### src/rtl/rx_fifo_frame_payload_extractor_top_macros.svh
// Assertion macros for the receive frame payload extractor.
`ifndef RX_FIFO_FRAME_PAYLOAD_EXTRACTOR_TOP_MACROS_SVH
`define RX_FIFO_FRAME_PAYLOAD_EXTRACTOR_TOP_MACROS_SVH

`ifndef ASSERT_OFF
// lbl: assertion label, prop: property checked on every clk_i edge out of reset
`define RXFPE_ASSERT(lbl, prop) \
  lbl: assert property (@(posedge clk_i) disable iff (!rst_ni) (prop)) \
    else $error("rxfpe assertion failed");
// cond must never hold
`define RXFPE_ASSERT_NEVER(lbl, cond) \
  lbl: assert property (@(posedge clk_i) disable iff (!rst_ni) !(cond)) \
    else $error("rxfpe forbidden condition seen");
`else
`define RXFPE_ASSERT(lbl, prop)
`define RXFPE_ASSERT_NEVER(lbl, cond)
`endif

`endif

### src/rtl/rxfpe_pkg.sv
// Package: types and constants of the receive frame payload extractor.
package rxfpe_pkg;

  localparam int unsigned ByteW  = 8;
  localparam int unsigned IdxW   = 9;
  localparam int unsigned ModeW  = 2;
  localparam int unsigned DataW  = 32;
  localparam int unsigned AddrW  = 3;

  // frame-control high byte codes
  localparam logic [ByteW-1:0] FcLong  = 8'hcc;
  localparam logic [ByteW-1:0] FcShort = 8'h88;

  // header lengths and checksum length, in bytes
  localparam logic [IdxW-1:0] HdrShort = 9'd9;
  localparam logic [IdxW-1:0] HdrLong  = 9'd21;
  localparam logic [IdxW:0]   FcsBytes = 10'd2;

  // addressing modes
  localparam logic [ModeW-1:0] ModeShort = 2'd0;
  localparam logic [ModeW-1:0] ModeLong  = 2'd1;
  localparam logic [ModeW-1:0] ModeNone  = 2'd2;

  // result kinds
  localparam logic KindByte    = 1'b0;
  localparam logic KindSummary = 1'b1;

  // register index
  localparam logic RegRawMode = 1'b0;

  typedef struct packed {
    logic             kind;
    logic [ByteW-1:0] data;
    logic             is_payload;
    logic             last_payload;
    logic [ModeW-1:0] addressing;
    logic [ByteW-1:0] frame_len;
    logic [ByteW-1:0] link_quality;
    logic [ByteW-1:0] signal_strength;
  } result_t;

  function automatic logic [ModeW-1:0] decode_fc(input logic [ByteW-1:0] fc);
    logic [ModeW-1:0] mode;
    if (fc == FcLong) begin
      mode = ModeLong;
    end else if (fc == FcShort) begin
      mode = ModeShort;
    end else begin
      mode = ModeNone;
    end
    return mode;
  endfunction

endpackage

### src/rtl/rx_fifo_frame_payload_extractor_top.sv
// Top level: receive buffer frame parser with payload extraction and summary.
// A result is registered in the output register, or in the skid register on a stall.
// Throughput: one input word per cycle unless in_stall_o; one result at most per word.
// A two-entry output (result register plus skid register) keeps input flowing while
// the output is stalled; in_stall_o rises only when the skid is full.
// Reset (rst_ni low, asynchronous): no frame open, mode unknown, raw mode off, output empty.
`include "rx_fifo_frame_payload_extractor_top_macros.svh"

module rx_fifo_frame_payload_extractor_top
  import rxfpe_pkg::*;
(
  input  logic             clk_i,
  input  logic             rst_ni,
  // APB-style configuration port
  input  logic             psel,
  input  logic             penable,
  input  logic             pwrite,
  input  logic [AddrW-1:0] paddr,
  input  logic [DataW-1:0] pwdata,
  output logic [DataW-1:0] prdata,
  output logic             pready,
  // input word channel
  input  logic             in_valid_i,
  output logic             in_stall_o,
  input  logic [ByteW-1:0] byte_value_i,
  input  logic             frame_start_i,
  // result channel
  output logic             out_valid_o,
  input  logic             out_stall_i,
  output logic             out_kind_o,
  output logic [ByteW-1:0] out_byte_o,
  output logic             is_payload_o,
  output logic             last_payload_o,
  output logic [ModeW-1:0] addressing_o,
  output logic [ByteW-1:0] frame_len_o,
  output logic [ByteW-1:0] link_quality_o,
  output logic [ByteW-1:0] signal_strength_o
);

  // ---------------------------------------------------------------------------
  // Configuration register. Register index is byte address / 4.
  // ---------------------------------------------------------------------------
  logic raw_mode_q;
  logic cfg_wr;
  logic cfg_hit;

  assign pready  = 1'b1;
  assign cfg_hit = (paddr[AddrW-1] == RegRawMode);
  assign cfg_wr  = psel && penable && pwrite && pready;
  assign prdata  = {{(DataW-1){1'b0}}, raw_mode_q && cfg_hit};

  always_ff @(posedge clk_i or negedge rst_ni) begin
    if (!rst_ni) begin
      raw_mode_q <= 1'b0;
    end else if (cfg_wr && cfg_hit) begin
      raw_mode_q <= pwdata[0];
    end
  end

  // ---------------------------------------------------------------------------
  // Frame tracking state
  // ---------------------------------------------------------------------------
  logic [IdxW-1:0]  byte_idx_q, byte_idx_d;
  logic [ByteW-1:0] length_q, length_d;
  logic [ModeW-1:0] mode_q, mode_d;
  logic [ByteW-1:0] quality_q, quality_d;
  logic             in_frame_q, in_frame_d;

  logic             skid_valid_q;
  logic             out_valid_q;
  logic             in_acc;

  // Input is taken unless the skid already holds a pending result.
  assign in_stall_o = skid_valid_q;
  assign in_acc     = in_valid_i && !skid_valid_q;

  // Per-word decode. Position is the count of frame words since the length word;
  // positions below length are frame bytes, position == length is link quality,
  // the word after that is signal strength and closes the frame.
  logic [IdxW:0]    len_ext;
  logic [IdxW:0]    pos_ext;
  logic             pos_in_body;
  logic             pos_is_lqi;
  logic [ModeW-1:0] mode_cur;
  logic [IdxW-1:0]  hdr_len;
  logic             pay;
  logic             last;
  logic             res_valid;
  result_t          res;

  always_comb begin
    len_ext     = {2'b00, length_q};
    pos_ext     = {1'b0, byte_idx_q};
    pos_in_body = (pos_ext < len_ext);
    pos_is_lqi  = (pos_ext == len_ext);

    // the second frame byte picks the addressing mode, visible on that same byte
    mode_cur = (byte_idx_q == IdxW'(1)) ? decode_fc(byte_value_i) : mode_q;
    hdr_len  = (mode_cur == ModeLong) ? HdrLong : HdrShort;

    // header is always at least 9 bytes, so the frame-control bytes never qualify
    pay  = (mode_cur != ModeNone) && (byte_idx_q >= hdr_len) &&
           (pos_ext + FcsBytes < len_ext);
    last = pay && (pos_ext + FcsBytes + (IdxW+1)'(1) == len_ext);

    res_valid = 1'b0;
    res       = '0;

    byte_idx_d = byte_idx_q;
    length_d   = length_q;
    mode_d     = mode_q;
    quality_d  = quality_q;
    in_frame_d = in_frame_q;

    if (in_acc) begin
      if (frame_start_i) begin
        // a start always opens a fresh frame; any frame in progress is dropped
        length_d   = byte_value_i;
        byte_idx_d = '0;
        mode_d     = ModeNone;
        quality_d  = '0;
        in_frame_d = 1'b1;
      end else if (in_frame_q) begin
        byte_idx_d = byte_idx_q + IdxW'(1);
        if (pos_in_body) begin
          mode_d = mode_cur;
          if (pay || raw_mode_q) begin
            res_valid        = 1'b1;
            res.kind         = KindByte;
            res.data         = byte_value_i;
            res.is_payload   = pay;
            res.last_payload = last;
            res.addressing   = mode_cur;
            res.frame_len    = length_q;
          end
        end else if (pos_is_lqi) begin
          quality_d = byte_value_i;
        end else begin
          // strength word: emit summary, go idle
          in_frame_d          = 1'b0;
          byte_idx_d          = '0;
          res_valid           = 1'b1;
          res.kind            = KindSummary;
          res.addressing      = mode_q;
          res.frame_len       = length_q;
          res.link_quality    = quality_q;
          res.signal_strength = byte_value_i;
        end
      end
    end
  end

  always_ff @(posedge clk_i or negedge rst_ni) begin
    if (!rst_ni) begin
      byte_idx_q <= '0;
      length_q   <= '0;
      mode_q     <= ModeNone;
      quality_q  <= '0;
      in_frame_q <= 1'b0;
    end else begin
      byte_idx_q <= byte_idx_d;
      length_q   <= length_d;
      mode_q     <= mode_d;
      quality_q  <= quality_d;
      in_frame_q <= in_frame_d;
    end
  end

  // ---------------------------------------------------------------------------
  // Output register with skid
  // ---------------------------------------------------------------------------
  result_t out_q;
  result_t skid_q;
  logic    out_free;

  assign out_free = !out_valid_q || !out_stall_i;

  always_ff @(posedge clk_i or negedge rst_ni) begin
    if (!rst_ni) begin
      out_valid_q  <= 1'b0;
      skid_valid_q <= 1'b0;
    end else if (out_free) begin
      if (skid_valid_q) begin
        out_valid_q  <= 1'b1;
        skid_valid_q <= 1'b0;
      end else begin
        out_valid_q  <= res_valid;
      end
    end else if (res_valid) begin
      skid_valid_q <= 1'b1;
    end
  end

  always_ff @(posedge clk_i) begin
    if (out_free) begin
      if (skid_valid_q) begin
        out_q <= skid_q;
      end else if (res_valid) begin
        out_q <= res;
      end
    end else if (res_valid) begin
      skid_q <= res;
    end
  end

  assign out_valid_o       = out_valid_q;
  assign out_kind_o        = out_q.kind;
  assign out_byte_o        = out_q.data;
  assign is_payload_o      = out_q.is_payload;
  assign last_payload_o    = out_q.last_payload;
  assign addressing_o      = out_q.addressing;
  assign frame_len_o       = out_q.frame_len;
  assign link_quality_o    = out_q.link_quality;
  assign signal_strength_o = out_q.signal_strength;

  // ---------------------------------------------------------------------------
  // Assertions
  // ---------------------------------------------------------------------------
  `RXFPE_ASSERT(a_skid_behind_out, skid_valid_q |-> out_valid_q)
  `RXFPE_ASSERT(a_idx_in_range, in_frame_q |-> (pos_ext <= len_ext + (IdxW+1)'(1)))
  `RXFPE_ASSERT(a_payload_has_mode,
                (out_valid_q && out_kind_o == KindByte && is_payload_o) |-> (addressing_o != ModeNone))
  `RXFPE_ASSERT_NEVER(a_last_without_payload, out_valid_q && last_payload_o && !is_payload_o)
  `RXFPE_ASSERT(a_summary_clean,
                (out_valid_q && out_kind_o == KindSummary) |-> (!is_payload_o && out_byte_o == '0))

endmodule
### config.mk
export PLATFORM = sky130hd
export DESIGN_NAME = rx_fifo_frame_payload_extractor_top
export DESIGN_NICKNAME = d
export VERILOG_FILES = /design/src/rtl/rxfpe_pkg.sv /design/src/rtl/rx_fifo_frame_payload_extractor_top.sv
export VERILOG_INCLUDE_DIRS = /design/src /design/src/rtl
export SDC_FILE = /design/constraint.sdc
export NUM_CORES = 1
export LEC_CHECK = 0
export BUFFER_PORTS_ARGS = -buffer_cell sky130_fd_sc_hd__buf_4
export CAP_MARGIN = 40
export CELL_PAD_IN_SITES_DETAIL_PLACEMENT = 1
export CELL_PAD_IN_SITES_GLOBAL_PLACEMENT = 2
export CORE_MARGIN = 5
export CORE_UTILIZATION = 38
export CTS_CLUSTER_DIAMETER = 100
export CTS_CLUSTER_SIZE = 20
export DETAILED_ROUTE_END_ITERATION = 16
export HOLD_SLACK_MARGIN = 0.06
export PLACE_DENSITY = 0.85
export SYNTH_ARGS = -nofsm -noshare
export SYNTH_HDL_FRONTEND = slang
export SYNTH_SLANG_ARGS = --single-unit
### constraint.sdc
create_clock -name clk_i -period 7.4 [get_ports clk_i]
set_input_delay 0.37 -clock clk_i [delete_from_list [all_inputs] [get_ports clk_i]]
set_output_delay 0.37 -clock clk_i [all_outputs]
set_load 0.005 [all_outputs]
Word-level counts from Yosys, hierarchy flattened
Index checks and enable logic that the tools add are counted.
Widths: inputs -> output; s select.
{"block": "word_totals", "inputBits": 51, "regBits": 105, "word_cells": 103}
{"block": "classes", "magnitude_cmp": 3, "add_sub_neg": 3, "n_eq_ne": 8, "n_bitwise": 2, "n_reduce_logical": 24, "muxes": 39}
{"cell": "$mux 37", "count": 5}
{"cell": "$mux 9", "count": 4}
{"cell": "$mux 8", "count": 4}
{"cell": "$mux 26", "count": 1}
{"cell": "$mux 10", "count": 2}
{"cell": "$mux 20", "count": 1}
{"cell": "$eq 8x8->1 const B", "count": 2}
{"cell": "$mux 16", "count": 1}
{"cell": "$mux 1", "count": 14}
{"cell": "$mux 2", "count": 6}
{"cell": "$add 10x1->10 const B", "count": 1}
{"cell": "$add 9x2->10 const B", "count": 1}
{"cell": "$eq 10x8->1", "count": 1}
{"cell": "$lt 10x8->1", "count": 1}
{"cell": "$reduce_bool 2->1", "count": 5}
{"cell": "$add 9x1->9 const B", "count": 1}
{"cell": "$eq 9x1->1 const B", "count": 1}
{"cell": "$eq 9x8->1", "count": 1}
{"cell": "$ge 9x5->1", "count": 1}
{"cell": "$lt 9x8->1", "count": 1}
{"cell": "$logic_and 1x1->1", "count": 8}
{"cell": "$reduce_and 2->1", "count": 4}
{"cell": "$mux 5", "count": 1}
{"cell": "$ne 2x2->1 const B", "count": 2}
{"cell": "6 further kinds", "count": 10}

Logic depth before layout (Yosys ltp)
{"block": "logic_depth", "depth_word": 17, "ltp_mapped": 18}

Least setup slack after synthesis
Ideal clock, no wire load.
{"block": "synth_timing", "kind": "register to register", "startpoint": "reg byte_idx_q[1]", "endpoint": "reg out_q, in the netlist addressing_o[0], enable pin", "t_required_ps": 6994, "t_arrival_ps": 4044, "synth_period_minus_slack_ps": 4451, "setup_ps": 406, "stages_incl_launch_ff": 19, "slack_ps": 2949, "cell_sequence": "dfrtp_1 > inv_1 > ha_1 > nor4b_2 > nand2_2 > a21oi_1 > a21oi_1 > nand2_1 > inv_1 > ha_1 > o211ai_1 > o211a_1 > a311oi_2 > nand4bb_1 > a21o_1 > nand2b_2 > buf_6 > buf_6 > a2bb2oi_2"}
{"block": "synth_via", "elab_chain_len": 15, "word_cells_on_any_way": 21}
{"element": "from (decl)", "line": "rx_fifo_frame_payload_extractor_top.sv:63", "text": "logic [IdxW-1:0] byte_idx_q, byte_idx_d;"}
{"element": "from (signal assigned)", "line": "rx_fifo_frame_payload_extractor_top.sv:161", "text": "byte_idx_q <= byte_idx_d;"}
{"element": "$eq 9x1->1", "line": "rx_fifo_frame_payload_extractor_top.sv:98", "text": "mode_cur = (byte_idx_q == IdxW'(1)) ? decode_fc(byte_value_i) : mode_q;"}
{"element": "$mux 2", "line": "rx_fifo_frame_payload_extractor_top.sv:98"}
{"element": "$eq 2x1->1", "line": "rx_fifo_frame_payload_extractor_top.sv:99", "text": "hdr_len = (mode_cur == ModeLong) ? HdrLong : HdrShort;"}
{"element": "$mux 5", "line": "rx_fifo_frame_payload_extractor_top.sv:99"}
{"element": "$ge 9x5->1", "line": "rx_fifo_frame_payload_extractor_top.sv:102", "text": "pay = (mode_cur != ModeNone) && (byte_idx_q >= hdr_len) &&"}
{"element": "$logic_and 1x1->1 (2 in series)", "line": "rx_fifo_frame_payload_extractor_top.sv:102"}
{"element": "$logic_or 1x1->1", "line": "rx_fifo_frame_payload_extractor_top.sv:127", "text": "if (pay || raw_mode_q) begin"}
{"element": "$mux 1", "line": "rx_fifo_frame_payload_extractor_top.sv:127"}
{"element": "$mux 1 *", "line": "rx_fifo_frame_payload_extractor_top.sv:125", "text": "if (pos_in_body) begin"}
{"element": "$mux 1 *", "line": "rx_fifo_frame_payload_extractor_top.sv:123", "text": "end else if (in_frame_q) begin"}
{"element": "$mux 1 *", "line": "rx_fifo_frame_payload_extractor_top.sv:116", "text": "if (frame_start_i) begin"}
{"element": "$mux 1 *", "line": "rx_fifo_frame_payload_extractor_top.sv:115", "text": "if (in_acc) begin"}
{"element": "$reduce_bool 2->1 (no source line) *"}
{"element": "$reduce_and 2->1 (no source line) *"}
{"element": "to (signal assigned)", "line": "rx_fifo_frame_payload_extractor_top.sv:197", "text": "out_q <= skid_q;"}
{"element": "to (signal assigned)", "line": "rx_fifo_frame_payload_extractor_top.sv:199", "text": "out_q <= res;"}
{"element": "to (decl)", "line": "rx_fifo_frame_payload_extractor_top.sv:172", "text": "result_t out_q;"}
Mark *: on every way between the ends. The rest lies on a longest branch, timed or not.
A chain may end at the register's enable or synchronous reset.

Worst setup path after layout
{"block": "layout_timing", "startpoint": "reg byte_idx_q[1]", "endpoint": "reg skid_q[14] in the netlist's numbering, enable pin"}
{"block": "layout_via", "elab_chain_len": 14, "word_cells_on_any_way": 20}
{"element": "$eq 9x1->1", "line": "rx_fifo_frame_payload_extractor_top.sv:98"}
{"element": "$mux 2", "line": "rx_fifo_frame_payload_extractor_top.sv:98"}
{"element": "$eq 2x1->1", "line": "rx_fifo_frame_payload_extractor_top.sv:99"}
{"element": "$mux 5", "line": "rx_fifo_frame_payload_extractor_top.sv:99"}
{"element": "$ge 9x5->1", "line": "rx_fifo_frame_payload_extractor_top.sv:102"}
{"element": "$logic_and 1x1->1 (2 in series)", "line": "rx_fifo_frame_payload_extractor_top.sv:102"}
{"element": "$logic_or 1x1->1", "line": "rx_fifo_frame_payload_extractor_top.sv:127"}
{"element": "$mux 1", "line": "rx_fifo_frame_payload_extractor_top.sv:127"}
{"element": "$mux 1 *", "line": "rx_fifo_frame_payload_extractor_top.sv:125"}
{"element": "$mux 1 *", "line": "rx_fifo_frame_payload_extractor_top.sv:123"}
{"element": "$mux 1 *", "line": "rx_fifo_frame_payload_extractor_top.sv:116"}
{"element": "$mux 1 *", "line": "rx_fifo_frame_payload_extractor_top.sv:115"}
{"element": "$reduce_and 2->1 (no source line) *"}
{"element": "to (signal assigned)", "line": "rx_fifo_frame_payload_extractor_top.sv:202", "text": "skid_q <= res;"}
{"element": "to (decl)", "line": "rx_fifo_frame_payload_extractor_top.sv:173", "text": "result_t skid_q;"}
Marked as above.

==> flow_metrics.py <==
metrics = {
    "synth": {
        "synth_area_mm2": 0.00552,
        "synthArstFlopShare_pct": 29.5,
        "syn_inst": 455,
        "synth_compound_area_share_pct": 12.6,
        "yosys.area_share.adder_pct": 4.99,
        "yosys_warnings": 0,
        "ys_ff_latch": 105,
        "synth-simple-area-share_pct": 13.3,
        "synth_top_family_by_area": "simple AND/OR/NAND/NOR gates",
        "ys_seq_area_share_pct": 54.4,
        "ys.flop_type": "edfxtp_1",
        "synthXorXnorAreaFrac_pct": 3.17,
        "synth.distinct_cells": 65,
        "synth-edff-count": 74,
        "syn_area_per_cell_um2": 12.1,
        "synthMuxAreaShare_pct": 3.83,
    },
    "timing": {
        "max_freq_mhz": 195,
        "setup_viol_count_final": 0,
        "timing.setup.tns_ps": 0,
        "fin_skew_ps": 10.2,
        "slew_violations": 0,
        "slew_headroom_pct": 45.0,
        "finalCriticalPeriod_ps": 5120,
        "grt_setup_unrepaired": "no",
        "finalHoldViolCount": 0,
        "finalCritPeriodShare_pct": 69.2,
        "tightest_slew_ps": 822,
    },
    "placed_design": {
        "dp_cells": 677,
        "dp_hpwl_mm": 9.57,
        "gp_congestion": 0.790,
        "placedInstanceArea_mm2": 0.00599,
        "io_buffers": 57,
    },
    "grt": {
        "grt_max_degree": 43,
        "grt_antenna_before_repair": 0,
        "grt_usage_pct": 16.0,
        "grt_pass1_vias": 3745,
        "grt_first_pass_wirelength_mm": 20.7,
        "gr-total-overflow": 0,
    },
    "worst_setup_path": {
        "worstSetupStartpoint": "byte_idx_q[1]",
        "r2r-start": "byte_idx_q[1]",
        "endpoint_kind": "register",
        "cp-start-kind": "register",
        "arrival_ps": 5130,
        "required_ps": 7410,
        "worst-path-max-fanout": 26,
        "critPathKind": "reg -> reg",
    },
    "job": {
        "maxCapViolations": 0,
    },
    "route": {
        "route.detailed.drc": 0,
        "routed_wl_mm": 13.3,
        "dr.pass1.iters": 4,
        "via_count": 3588,
        "ant_nets": 0,
        "wire_per_inst_um": 19.1,
        "drtIter0Drc": 165,
        "via_per_inst": 5.17,
    },
    "final_layout": {
        "area_delta_synth_final_pct": 14.2,
        "nFillCells": 1526,
        "seqCellArea_mm2": 0.00300,
        "multi_input_area_mm2": 0.00222,
        "drive_gt1_share_pct": 20.2,
        "fin_area_mm2": 0.00630,
        "nets": 578,
        "fin_cells": 694,
        "insertedDiodeCount": 0,
    },
    "floorplanning": {
        "io_pins": 123,
        "fp-row-count": 44,
        "die_y_um": 131,
        "die-area_mm2": 0.0170,
        "chipWidth_um": 131,
        "core_mm2": 0.0144,
        "start_util_pct": 38.4,
    },
    "cts": {
        "cts-buffers-inserted": 9,
        "cts.sink_count": 105,
        "clock_latency_ps": 350,
        "root_buffer": "clkbuf_16",
        "h-tree-depth": 3,
        "cts_tree": "yes",
        "ctsResizeCount": 0,
        "clockBufferDepth": 2,
        "clk_pin_slew_ps": 70,
    },
    "power_and_ir_drop": {
        "peakVddDrop_mv": 0.127,
        "leakagePower_nw": 2.77,
        "powerDensity_mw_per_mm2": 223,
        "finalPower_mw": 1.40,
    },
    "min_path": {
        "min_from": "pwdata[0]",
        "hold_path.class": "in -> reg",
    },
    "status": {
        "outcome": "finished, final reports clean",
    },
}
worst paths after layout:
| path | slack [ps] | to | depth (start not counted) |
|---|---|---|---|
| min reg2reg | 510 | quality_q[1] | 1 |
| min in group asynchronous | 490 | raw_mode_q | 2 |
| max reg2reg | 2280 | skid_q[14] | 15 |
| min | 230 | raw_mode_q | 3 |
| max | 2280 | skid_q[14] | 15 |
| max in group asynchronous | 6580 | mode_q[1] | 2 |
critical path, stage by stage (launching register included):
cell	delay [ps]
dfrtp_1	520
inv_1	200
ha_1	310
nor4b_2	270
nand2_2	140
o21ai_0	370
nand2_1	180
ha_1	350
o211ai_1	100
o211a_1	250
a311oi_2	260
nand4bb_1	180
a21o_1	240
nand2b_2	300
and3_1	620
buf_4	470
report_power, final:
group          total [mW]  internal (mW)  switching, mW  leakage [nW]
Combinational       0.204         0.0913          0.112          1.54
Clock               0.493          0.268          0.225         0.143
Sequential          0.708          0.672         0.0363          1.09
placed cells by master (no fill, tap or decap), drive strengths merged, types with 3 or more instances in the layout:
| cell type | netlist | layout |
|---|---|---|
| a21o | 31 | 31 |
| a21oi | 14 | 14 |
| a22o | 10 | 10 |
| and2 | 33 | 33 |
| and4 | 3 | 3 |
| buf | 43 | 60 |
| clkbuf | 9 | 10 |
| conb | 2 | 32 |
| dfrtp | 30 | 30 |
| edfxtp | 74 | 74 |
| ha | 22 | 22 |
| inv | 18 | 20 |
| mux2 | 17 | 17 |
| nand2 | 23 | 23 |
| nand2b | 5 | 5 |
| nand3 | 6 | 6 |
| nand4 | 6 | 6 |
| nor2 | 9 | 9 |
| nor2b | 11 | 11 |
| nor3 | 7 | 7 |
| o21ai | 18 | 18 |
| o41ai | 3 | 3 |
| xnor2 | 12 | 12 |
| xor2 | 8 | 8 |
what timing repair did:
| action | 4_1_cts | 5_1_grt |
|---|---|---|
| hold endpoints to repair | 30 | 0 |
| setup buffers | 0 | 0 |
| hold buffers | 1 | 0 |
state kept, by name, indices dropped and copies added, names as in the netlist, 2 cells and up:
signal and cells:
skid_q 37, length_q 8, mode_q 2, quality_q 8
frame_len_o 8, addressing_o 2, signal_strength_o 8, link_quality_o 8
byte_idx_q 9, out_byte_o 8
per-stage QoR:
stage / hold WS, ps / setup slack, ps / utilization (%)
floorplan: 74.4 / 2950 / -
finish: 225 / 2280 / 43.9
global route: 248 / 1860 / 43.9
global placement: 339 / 2410 / 41.5
detailed placement: 336 / 2240 / 41.7
CTS: 214 / 2230 / 43.9
cell usage after synthesis (3+ instances only):
cell,n,area [µm²]
a21o_1,31,233
a21oi_1,13,65.1
a22o_1,10,87.6
and2_1,33,206
and4_1,3,26.3
buf_2,7,35.0
buf_4,32,240
buf_6,4,45.0
clkbuf_1,9,33.8
dfrtp_1,30,751
edfxtp_1,74,2220
ha_1,22,275
inv_1,18,67.6
mux2_2,16,180
nand2_1,22,82.6
nand2b_1,4,25.0
nand3_1,5,25.0
nand4_1,6,37.5
nor2_1,8,30.0
nor2b_1,11,68.8
nor3_1,6,30.0
o21ai_0,17,85.1
o41ai_1,3,26.3
xnor2_1,12,105
xor2_1,8,70.1
area by class of cell:
class | count | area share, %
tap | 184 | 3.65
clock buffer | 10 | 3.63
inverter | 18 | 1.07
clock inverter | 6 | 1.21
timing repair buffer | 61 | 7.62
sequential | 105 | 47.6
multi-input combinational | 310 | 35.2
routing by layer:
metal  track usage (%)  up-vias  part of all wire (%)
met3              3.17       11                   4.5
met2              27.4       84                    50
met1              20.7     1805                    44
met5                 0        -                     0
li1                  -     1688                     -
met4              4.17        0                  0.94
cell families (layout without fill, tap and decap cells):
kind of cell / after synthesis / after routing
xor+xnor: 20 / 20
compound gates: 97 / 97
other cells: 2 / 32
flops: 105 / 105
buf+inv: 70 / 95
simple gates: 120 / 120
mux: 19 / 19
fa+ha+maj: 22 / 22
Note: power is estimated with default switching activity, not from simulation.
